File: config.mk
export PLATFORM = sky130hd
export DESIGN_NAME = rx_frame_filter_parser_top
export DESIGN_NICKNAME = d
export VERILOG_FILES = /design/src/rtl/core/rxffp_pkg.sv /design/src/rtl/core/rxffp_out_fifo.sv /design/src/rtl/core/rx_frame_filter_parser_top.sv
export SDC_FILE = /design/constraint.sdc
export NUM_CORES = 2
export LEC_CHECK = 0
export BUFFER_PORTS_ARGS = -buffer_cell sky130_fd_sc_hd__buf_2
export CAP_MARGIN = 20
export CELL_PAD_IN_SITES_DETAIL_PLACEMENT = 1
export CELL_PAD_IN_SITES_GLOBAL_PLACEMENT = 2
export CORE_ASPECT_RATIO = 1.75
export CORE_UTILIZATION = 40
export CTS_CLUSTER_DIAMETER = 100
export DETAILED_ROUTE_END_ITERATION = 6
export PLACE_DENSITY_LB_ADDON = 0.1
export REMOVE_ABC_BUFFERS = 1
export SLEW_MARGIN = 20
export SYNTH_ARGS = -nofsm -noshare
export SYNTH_HDL_FRONTEND = slang
export SYNTH_SLANG_ARGS = --single-unit
export TNS_END_PERCENT = 20
File: constraint.sdc
create_clock -name clk_i -period 11.7 [get_ports clk_i]
set_input_delay 2.925 -clock clk_i [delete_from_list [all_inputs] [get_ports clk_i]]
set_output_delay 2.925 -clock clk_i [all_outputs]
set_load 0.01 [all_outputs]
File: src/rtl/core/rxffp_pkg.sv
// shared constants and types of the receive frame filter and header parser
`default_nettype none
package rxffp_pkg;

  localparam int MaxFrame = 2048;
  localparam int PosW     = $clog2(MaxFrame + 1);

  localparam logic [15:0] EtherArp  = 16'h0806;
  localparam logic [15:0] EtherIpv4 = 16'h0800;
  localparam logic [7:0]  ProtoTcp  = 8'd6;
  localparam logic [7:0]  ProtoUdp  = 8'd17;
  localparam int          MinFrame  = 42;

  localparam logic [47:0] GwMacReset = 48'h525400123456;

  // configuration register indexes
  localparam logic [2:0] RegExpectProtocol = 3'd0;
  localparam logic [2:0] RegLocalPort      = 3'd1;
  localparam logic [2:0] RegRemotePort     = 3'd2;
  localparam logic [2:0] RegRequiredFlags  = 3'd3;
  localparam logic [2:0] RegMaxPayload     = 3'd4;
  localparam logic [2:0] RegGatewayIp      = 3'd5;

  // verdict codes
  localparam logic [2:0] VerdReject   = 3'd0;
  localparam logic [2:0] VerdArp      = 3'd1;
  localparam logic [2:0] VerdTcp      = 3'd2;
  localparam logic [2:0] VerdUdp      = 3'd3;
  localparam logic [2:0] VerdNoFlags  = 3'd4;

  localparam int FifoDepth = 4;
  localparam int FifoAw    = $clog2(FifoDepth);

  typedef struct packed {
    logic        frame_end;
    logic [47:0] gateway_mac;
    logic [11:0] payload_count;
    logic [31:0] ack_number;
    logic [31:0] seq_number;
    logic [7:0]  tcp_flags;
    logic [2:0]  verdict;
    logic [7:0]  payload_byte;
    logic        item_kind;
  } rxffp_item_t;

endpackage
`default_nettype wire

File: src/rtl/core/rxffp_out_fifo.sv
// result queue taking up to two items per cycle and giving one per ready cycle
`default_nettype none
module rxffp_out_fifo (
  input  wire                 clk_i,
  input  wire                 rst_ni,
  input  wire [1:0]           push_cnt_i,
  input  rxffp_pkg::rxffp_item_t push_a_i,
  input  rxffp_pkg::rxffp_item_t push_b_i,
  output logic                room_o,
  output logic                valid_o,
  input  wire                 ready_i,
  output rxffp_pkg::rxffp_item_t item_o
);
  import rxffp_pkg::*;

  rxffp_item_t       mem_q [FifoDepth];
  logic [FifoAw-1:0] wr_q, rd_q, wr_next;
  logic [FifoAw:0]   cnt_q;
  logic              pop;

  assign pop     = valid_o & ready_i;
  assign valid_o = cnt_q != '0;
  assign room_o  = cnt_q <= (FifoAw+1)'(FifoDepth - 2);
  assign item_o  = mem_q[rd_q];
  assign wr_next = wr_q + FifoAw'(1);

  always_ff @(posedge clk_i) begin
    if (push_cnt_i != 2'd0) mem_q[wr_q] <= push_a_i;
    if (push_cnt_i == 2'd2) mem_q[wr_next] <= push_b_i;
  end

  always_ff @(posedge clk_i or negedge rst_ni) begin
    if (!rst_ni) begin
      wr_q  <= '0;
      rd_q  <= '0;
      cnt_q <= '0;
    end else begin
      wr_q  <= wr_q + FifoAw'(push_cnt_i);
      if (pop) rd_q <= rd_q + FifoAw'(1);
      cnt_q <= cnt_q + (FifoAw+1)'(push_cnt_i) - (FifoAw+1)'(pop);
    end
  end
endmodule
`default_nettype wire

File: src/rtl/core/rx_frame_filter_parser_top.sv
// top level of the receive frame filter and header parser
`default_nettype none
// Receive frame filter: takes an Ethernet frame one byte per transfer, destination
// MAC first, tlast on the final byte. ARP replies from the configured gateway IP
// update the stored gateway MAC; IPv4 TCP/UDP frames with the configured protocol
// and ports are accepted (TCP also needs the required flags) and their payload
// bytes go out as tuser=0 transfers, capped by max_payload and the IP/UDP length.
// After the last byte a summary transfer (tuser=1, tlast=1) gives verdict, flags,
// seq, ack, payload count and the gateway MAC. Each byte is parsed in the cycle it
// is taken, so one byte per cycle is accepted; results go through a four-entry
// queue that drains one transfer per ready cycle, and s_axis_tready_o drops only
// while fewer than two entries are free. Bytes at positions past MaxFrame are
// ignored. Configuration writes land at once and should be done between frames.
module rx_frame_filter_parser_top (
  input  wire          clk_i,
  input  wire          rst_ni,
  input  wire          s_axis_tvalid_i,
  output logic         s_axis_tready_o,
  input  wire  [7:0]   s_axis_tdata_i,   // frame_byte
  input  wire          s_axis_tlast_i,   // frame_last
  output logic         m_axis_tvalid_o,
  input  wire          m_axis_tready_i,
  // payload_byte, verdict, tcp_flags, seq_number, ack_number, payload_count,
  // gateway_mac, one zero pad bit
  output logic [143:0] m_axis_tdata_o,
  output logic         m_axis_tuser_o,   // item_kind
  output logic         m_axis_tlast_o,   // frame_end
  input  wire          cfg_we_i,
  input  wire  [2:0]   cfg_idx_i,
  input  wire  [31:0]  cfg_data_i
);
  import rxffp_pkg::*;

  // configuration
  logic [7:0]  exp_proto_q, req_flags_q;
  logic [15:0] local_port_q, remote_port_q;
  logic [11:0] max_pay_q;
  logic [31:0] gw_ip_q;

  always_ff @(posedge clk_i or negedge rst_ni) begin
    if (!rst_ni) begin
      exp_proto_q   <= ProtoTcp;
      local_port_q  <= 16'd40000;
      remote_port_q <= 16'd80;
      req_flags_q   <= 8'd0;
      max_pay_q     <= 12'd1500;
      gw_ip_q       <= 32'd167772674;
    end else if (cfg_we_i) begin
      case (cfg_idx_i)
        RegExpectProtocol: exp_proto_q   <= cfg_data_i[7:0];
        RegLocalPort:      local_port_q  <= cfg_data_i[15:0];
        RegRemotePort:     remote_port_q <= cfg_data_i[15:0];
        RegRequiredFlags:  req_flags_q   <= cfg_data_i[7:0];
        RegMaxPayload:     max_pay_q     <= cfg_data_i[11:0];
        RegGatewayIp:      gw_ip_q       <= cfg_data_i;
        default: ;
      endcase
    end
  end

  // per-frame parse state
  logic [PosW-1:0] pos_q, pos_d;
  logic [15:0] kind_q, kind_d, arp_op_q, arp_op_d, itl_q, itl_d;
  logic [5:0]  ihb_q, ihb_d, l4_q, l4_d;
  logic [47:0] arp_mac_q, arp_mac_d, gw_mac_q, gw_mac_d;
  logic [31:0] arp_ip_q, arp_ip_d, seq_q, seq_d, ack_q, ack_d;
  logic        hok_q, hok_d;
  logic [15:0] sport_q, sport_d, dport_q, dport_d, udpl_q, udpl_d;
  logic [7:0]  flags_q, flags_d;
  logic [11:0] cnt_q, cnt_d;

  logic            accept, room, is_tcp, in_range, l4_go, emit, tcp_ok, udp_ok;
  logic [PosW-1:0] p, q;
  logic [7:0]      b;
  logic [1:0]      push_cnt;
  rxffp_item_t     pay_item, sum_item, push_a, out_item;
  logic [2:0]      verd;

  assign s_axis_tready_o = room;
  assign accept = s_axis_tvalid_i & room;
  assign p      = pos_q;
  assign b      = s_axis_tdata_i;
  assign is_tcp = exp_proto_q == ProtoTcp;
  assign in_range = pos_q < PosW'(MaxFrame);
  assign q      = p - PosW'(14) - PosW'(ihb_d);

  // byte parse, in field order of the headers
  always_comb begin
    kind_d = kind_q; arp_op_d = arp_op_q; itl_d = itl_q; ihb_d = ihb_q;
    arp_mac_d = arp_mac_q; arp_ip_d = arp_ip_q; hok_d = hok_q;
    sport_d = sport_q; dport_d = dport_q; seq_d = seq_q; ack_d = ack_q;
    l4_d = l4_q; flags_d = flags_q; udpl_d = udpl_q;
    l4_go = 1'b0; tcp_ok = 1'b0; udp_ok = 1'b0;
    if (in_range) begin
      if (p == PosW'(12)) kind_d = {b, 8'h00};
      if (p == PosW'(13)) kind_d = {kind_q[15:8], b};
      if (p == PosW'(20)) arp_op_d = {b, 8'h00};
      if (p == PosW'(21)) arp_op_d = {arp_op_q[15:8], b};
      if (p >= PosW'(22) && p <= PosW'(27)) arp_mac_d = {arp_mac_q[39:0], b};
      if (p >= PosW'(28) && p <= PosW'(31)) arp_ip_d = {arp_ip_q[23:0], b};
      if (p == PosW'(14)) begin
        ihb_d = {b[3:0], 2'b00};
        if (b[7:4] != 4'd4 || b[3:0] < 4'd5) hok_d = 1'b0;
      end
      if (p == PosW'(16)) itl_d = {b, 8'h00};
      if (p == PosW'(17)) itl_d = {itl_q[15:8], b};
      if (p == PosW'(23) && (b != exp_proto_q || (b != ProtoTcp && b != ProtoUdp)))
        hok_d = 1'b0;
      l4_go = p >= PosW'(34) && ihb_d >= 6'd20 && p >= PosW'(14) + PosW'(ihb_d);
      if (l4_go) begin
        if (q < PosW'(2)) sport_d = {sport_q[7:0], b};
        else if (q < PosW'(4)) dport_d = {dport_q[7:0], b};
        if (q == PosW'(3) && (sport_d != remote_port_q || dport_d != local_port_q))
          hok_d = 1'b0;
        if (is_tcp) begin
          if (q >= PosW'(4) && q <= PosW'(7)) seq_d = {seq_q[23:0], b};
          if (q >= PosW'(8) && q <= PosW'(11)) ack_d = {ack_q[23:0], b};
          if (q == PosW'(12)) begin
            l4_d = {b[7:4], 2'b00};
            if (b[7:4] < 4'd5) hok_d = 1'b0;
          end
          if (q == PosW'(13)) flags_d = b;
          // payload index below total minus both headers reduces to p-14 < total
          tcp_ok = q >= PosW'(20) && q >= PosW'(l4_d)
                   && (flags_d & req_flags_q) == req_flags_q
                   && (17'(p) - 17'd14) < 17'(itl_d);
        end else begin
          if (q == PosW'(4)) udpl_d = {b, 8'h00};
          if (q == PosW'(5)) udpl_d = {udpl_q[15:8], b};
          udp_ok = q >= PosW'(8) && 17'(q) < 17'(udpl_d);
        end
      end
    end
  end

  assign emit = l4_go && (is_tcp ? tcp_ok : udp_ok) && hok_d
                && kind_d == EtherIpv4 && cnt_q < max_pay_q;
  assign cnt_d = cnt_q + 12'(emit);
  assign pos_d = in_range ? pos_q + PosW'(1) : pos_q;

  // frame summary, from state after this byte
  always_comb begin
    verd     = VerdReject;
    gw_mac_d = gw_mac_q;
    sum_item = '0;
    if (pos_d >= PosW'(MinFrame)) begin
      if (kind_d == EtherArp) begin
        if (arp_op_d == 16'd2 && arp_ip_d == gw_ip_q) begin
          gw_mac_d = arp_mac_d;
          verd     = VerdArp;
        end
      end else if (kind_d == EtherIpv4 && hok_d) begin
        if (is_tcp && pos_d >= PosW'(34) + PosW'(ihb_d)) begin
          verd = ((flags_d & req_flags_q) == req_flags_q) ? VerdTcp : VerdNoFlags;
          sum_item.tcp_flags  = flags_d;
          sum_item.seq_number = seq_d;
          sum_item.ack_number = ack_d;
        end else if (exp_proto_q == ProtoUdp && pos_d >= PosW'(22) + PosW'(ihb_d)) begin
          verd = VerdUdp;
        end
      end
    end
    sum_item.item_kind     = 1'b1;
    sum_item.verdict       = verd;
    sum_item.payload_count = cnt_d;
    sum_item.gateway_mac   = gw_mac_d;
    sum_item.frame_end     = 1'b1;
  end

  always_comb begin
    pay_item              = '0;
    pay_item.payload_byte = b;
  end

  assign push_a   = emit ? pay_item : sum_item;
  assign push_cnt = accept ? (2'(emit) + 2'(s_axis_tlast_i)) : 2'd0;

  always_ff @(posedge clk_i or negedge rst_ni) begin
    if (!rst_ni) begin
      pos_q <= '0; kind_q <= '0; arp_op_q <= '0; itl_q <= '0; ihb_q <= '0;
      arp_mac_q <= '0; arp_ip_q <= '0; hok_q <= 1'b1; sport_q <= '0;
      dport_q <= '0; seq_q <= '0; ack_q <= '0; l4_q <= '0; flags_q <= '0;
      udpl_q <= '0; cnt_q <= '0; gw_mac_q <= GwMacReset;
    end else if (accept) begin
      if (s_axis_tlast_i) begin
        // frame done: clear everything but the gateway mac
        pos_q <= '0; kind_q <= '0; arp_op_q <= '0; itl_q <= '0; ihb_q <= '0;
        arp_mac_q <= '0; arp_ip_q <= '0; hok_q <= 1'b1; sport_q <= '0;
        dport_q <= '0; seq_q <= '0; ack_q <= '0; l4_q <= '0; flags_q <= '0;
        udpl_q <= '0; cnt_q <= '0; gw_mac_q <= gw_mac_d;
      end else begin
        pos_q <= pos_d; kind_q <= kind_d; arp_op_q <= arp_op_d; itl_q <= itl_d;
        ihb_q <= ihb_d; arp_mac_q <= arp_mac_d; arp_ip_q <= arp_ip_d;
        hok_q <= hok_d; sport_q <= sport_d; dport_q <= dport_d; seq_q <= seq_d;
        ack_q <= ack_d; l4_q <= l4_d; flags_q <= flags_d; udpl_q <= udpl_d;
        cnt_q <= cnt_d;
      end
    end
  end

  rxffp_out_fifo u_out_fifo (
    .clk_i      (clk_i),
    .rst_ni     (rst_ni),
    .push_cnt_i (push_cnt),
    .push_a_i   (push_a),
    .push_b_i   (sum_item),
    .room_o     (room),
    .valid_o    (m_axis_tvalid_o),
    .ready_i    (m_axis_tready_i),
    .item_o     (out_item)
  );

  assign m_axis_tuser_o = out_item.item_kind;
  assign m_axis_tlast_o = out_item.frame_end;
  assign m_axis_tdata_o = {1'b0, out_item.gateway_mac, out_item.payload_count,
                           out_item.ack_number, out_item.seq_number,
                           out_item.tcp_flags, out_item.verdict, out_item.payload_byte};
endmodule
`default_nettype wire

==> flow_summary.ini <==
[status]
outcome = completed

[route]
num_vias = 31900
via_density = 5.84
wl_per_cell_um = 28.5
remaining_drc_errors = 0
sum_of_routed_wire_length_over_all_layers_um = 156000
count_of_tritonroute_iterations_in_the_first_routing_pass = 5
ant_nets = 0
detail_route.iter0.violations = 2172

[die]
die_width_um = 262
die_height_um = 457
floorplan.rows = 166
initial_util = 0.404
die_area_um2 = 120000
io_pins = 197
core_region_area_um2 = 117000

[synthesis]
yosys_most_used_dff = sky130_fd_sc_hd__edfxtp_1
synthArstFlopShare = 0.429
share_of_the_synthesized_area_in_the_top_cell_type = 0.343
yosysUniqueCellTypes = 86
synth_edf_count = 540
ys_seq_area_frac = 0.588
synth_area_leaders = sky130_fd_sc_hd__edfxtp_1 (34%), sky130_fd_sc_hd__dfrtp_1 (21%), sky130_fd_sc_hd__mux4_2 (6.9%), sky130_fd_sc_hd__mux2_2 (4.8%), sky130_fd_sc_hd__nor2_1 (4.0%)
syn-mean-instance-area_um2 = 12.8
netlist_instances = 3704
netlist.top_cell.by_area = sky130_fd_sc_hd__edfxtp_1
yosysWarningCount = 0
ys_ff_latch = 1008
synth.cell_area_um2 = 47300

[sta]
rsz0062_at_grt = no
final.setup.worst_slack_ps = 1180
timing.max_slew.rel_slack = 0.260
skew_ps = 28.0
timing_max_transition_violations_final = 0
fin_crit_sh = 0.899
period_minus_slack_ps = 10520
max_clock_freq_ghz = 0.0950
setup-violations-final = 0
finalHoldViolCount = 0
whs_ps = 461
worst_pin_slew_ps = 1110

[grt]
wire_length_of_the_first_global_routing_pass_um = 233000
gr-total-overflow = 0
maximum_number_of_pins_on_one_net_before_global_route_repair = 130
first_global_vias = 35300
number_of_antenna_violations_at_the_first_check_in_global_routing = 6
groute.usage.overall = 0.264

[final_layout]
finalCoreUtilization = 0.460
final_layout_size_suffix_gt1_frac = 0.227
layout.nets = 3995
syn_to_final_growth_pct = 14.0

[setup_path]
startpoint_type = primary input
cp_max_fo = 40
arrival_ps = 10890
path_delay_family = simple AND/OR/NAND/NOR gates
timing.critical_path.buf_inv = 5
critPathRequiredTime_ps = 12060
cell_with_the_biggest_individual_delay_on_the_critical_path = sky130_fd_sc_hd__nor2_1
max_stage_delay_ps = 830
critical_path_class = in2reg
critPathCaptureType = register

[clock_network]
cts_made_buffers = 98
worstSkewPairLatency_ps = 710
clock_sinks = 1008
ctsHoldBuffers = 0
clk_pin_slew_worst_paths_ps = 60
clock_path_buffers = 3
cts_max_level = 3
post_cts.resized_instances = 0
postCtsSetupRepairBufs = 0
cts_tree = yes
cts_root_buffer = sky130_fd_sc_hd__clkbuf_16

[power]
power_after_layout_w = 0.0102
ir_drop_mv = 0.134
powerDensity_nw_per_um2 = 188
total_leakage_power_nw = 19.3

[placed_design]
dp.final_hpwl_um = 103000
gp_congestion = 0.902
placement.setup.worst_slack_ps = 570
port-buffer-count = 195

[worst_hold_path]
min-delay-path-class = reg2reg

[run]
cap_violations = 0
registers in the layout, summed over array words and instances (netlist names), 8 cells and up:
name and count:
ack_q 32, arp_ip_q 32, arp_mac_q 48, arp_op_q 16
cnt_q 12, dport_q 16, exp_proto_q 8, flags_q 8
gw_ip_q 32, gw_mac_q 48, itl_q 16, kind_q 16
local_port_q 16, max_pay_q 12, p 12, remote_port_q 16
req_flags_q 8, seq_q 32, sport_q 16, u_out_fifo.mem_q 576
udpl_q 16
synth_stat cells, types with 20 or more instances:
| cell type | count |
|---|---|
| sky130_fd_sc_hd__a21o_1 | 20 |
| sky130_fd_sc_hd__a21oi_1 | 54 |
| sky130_fd_sc_hd__a22o_1 | 213 |
| sky130_fd_sc_hd__a32o_1 | 20 |
| sky130_fd_sc_hd__buf_1 | 28 |
| sky130_fd_sc_hd__buf_2 | 34 |
| sky130_fd_sc_hd__clkbuf_1 | 178 |
| sky130_fd_sc_hd__dfrtp_1 | 396 |
| sky130_fd_sc_hd__dfstp_2 | 36 |
| sky130_fd_sc_hd__dfxtp_1 | 36 |
| sky130_fd_sc_hd__edfxtp_1 | 540 |
| sky130_fd_sc_hd__ha_1 | 85 |
| sky130_fd_sc_hd__inv_1 | 81 |
| sky130_fd_sc_hd__mux2_2 | 202 |
| sky130_fd_sc_hd__mux2i_1 | 123 |
| sky130_fd_sc_hd__mux4_2 | 144 |
| sky130_fd_sc_hd__nand2_1 | 238 |
| sky130_fd_sc_hd__nand3_1 | 40 |
| sky130_fd_sc_hd__nand4_1 | 24 |
| sky130_fd_sc_hd__nor2_1 | 498 |
| sky130_fd_sc_hd__nor2b_1 | 24 |
| sky130_fd_sc_hd__nor3_1 | 162 |
| sky130_fd_sc_hd__nor4_1 | 32 |
| sky130_fd_sc_hd__o21ai_0 | 138 |
| sky130_fd_sc_hd__xnor2_1 | 70 |
| sky130_fd_sc_hd__xor2_1 | 54 |
report_power, final:
part	switching, W	total (W)	leakage (nW)	internal, W
registers	0.000229	0.00423	10.5	0.00401
clock network	0.00147	0.00348	1.68	0.00201
logic	0.00147	0.00245	7.14	0.000976
worst register-to-register path: cells and delay by family (launching register included):
| family | cells | cell delay, ps |
|---|---|---|
| and+or+nand+nor | 14 | 4380 |
| adders and majority gates | 6 | 2010 |
| AOI/OAI and AO/OA | 8 | 1570 |
| buffers and inverters | 6 | 1210 |
| DFF | 1 | 630 |
cells by family after synthesis:
logic type                 share of synthesized area
muxes                                          0.143
xor gates and xnor gates                      0.0230
other                                      0.0000793
AOI/OAI and AO/OA                             0.0880
DFF                                            0.588
adders and majority gates                     0.0233
buffers and inverters                         0.0284
and+or+nand+nor                                0.107
cell usage in the layout, fill, tap and decap left out, drive strengths merged, types with 10 or more instances in the layout:
| cell type | instances |
|---|---|
| nor2b | 24 |
| dfxtp | 36 |
| and3 | 15 |
| ha | 85 |
| clkinvlp | 11 |
| o211ai | 10 |
| o21ai | 146 |
| dfstp | 36 |
| a21o | 20 |
| clkinv | 39 |
| clkbuf | 118 |
| buf | 305 |
| a21oi | 58 |
| nand2b | 12 |
| mux4 | 144 |
| a22oi | 16 |
| o22ai | 13 |
| mux2i | 123 |
| a211oi | 10 |
| nor4 | 35 |
| and2 | 14 |
| mux2 | 202 |
| xnor2 | 70 |
| inv | 83 |
| edfxtp | 540 |
| nor3 | 163 |
| nand4 | 26 |
| a32o | 20 |
| nor2 | 498 |
| nand2 | 238 |
| xor2 | 54 |
| a22o | 213 |
| bufinv | 17 |
| nand3 | 40 |
| dfrtp | 396 |
final timing paths:
path / startpoint / end / slack (ps) / depth (start not counted)
hold reg to reg: u_out_fifo.mem_q[1][8] / u_out_fifo.mem_q[1][8] / 460 / 2
min in group asynchronous: rst_ni / remote_port_q[8] / 2270 / 1
setup / recovery: s_axis_tdata_i[3] / u_out_fifo.mem_q[2][128] / 1180 / 29
max in group asynchronous: rst_ni / u_out_fifo.rd_q[0] / 7060 / 3
setup reg to reg: p[2] / u_out_fifo.mem_q[2][128] / 1540 / 34
hold / removal: u_out_fifo.mem_q[1][8] / u_out_fifo.mem_q[1][8] / 460 / 2
through the flow:
stage / cell area, um^2 / setup TNS (ps) / instances
after floorplan: 46300 / -962670 / 3454
after CTS: 53900 / 0 / 5456
after global routing: 53900 / 0 / 5457
after global placement: 50400 / 0 / 5271
final: 53900 / 0 / 5458
after detailed placement: 50400 / 0 / 5271
cell type report:
type / count / area, um^2
sequential: 1008 / 27800
fill: 12000 / 63300
antenna: 2 / 5.00
clock buffer: 118 / 2660
tap: 1512 / 1890
clock inverter: 67 / 840
timing repair buffer: 305 / 2100
inverter: 83 / 332
multi-input combinational: 2363 / 18300
per-layer routing:
| metal | global-route usage | wire length [um] | part of all wire | up-vias |
|---|---|---|---|---|
| met3 | 0.0295 | 5450 | 0.035 | 283 |
| li1 | - | - | - | 14000 |
| met4 | 0.127 | 7880 | 0.051 | 2 |
| met2 | 0.477 | 82400 | 0.53 | 761 |
| met1 | 0.308 | 60000 | 0.39 | 16800 |
| met5 | 0 | 8 | 0.000051 | - |
Power figures use the tool's default switching activity.
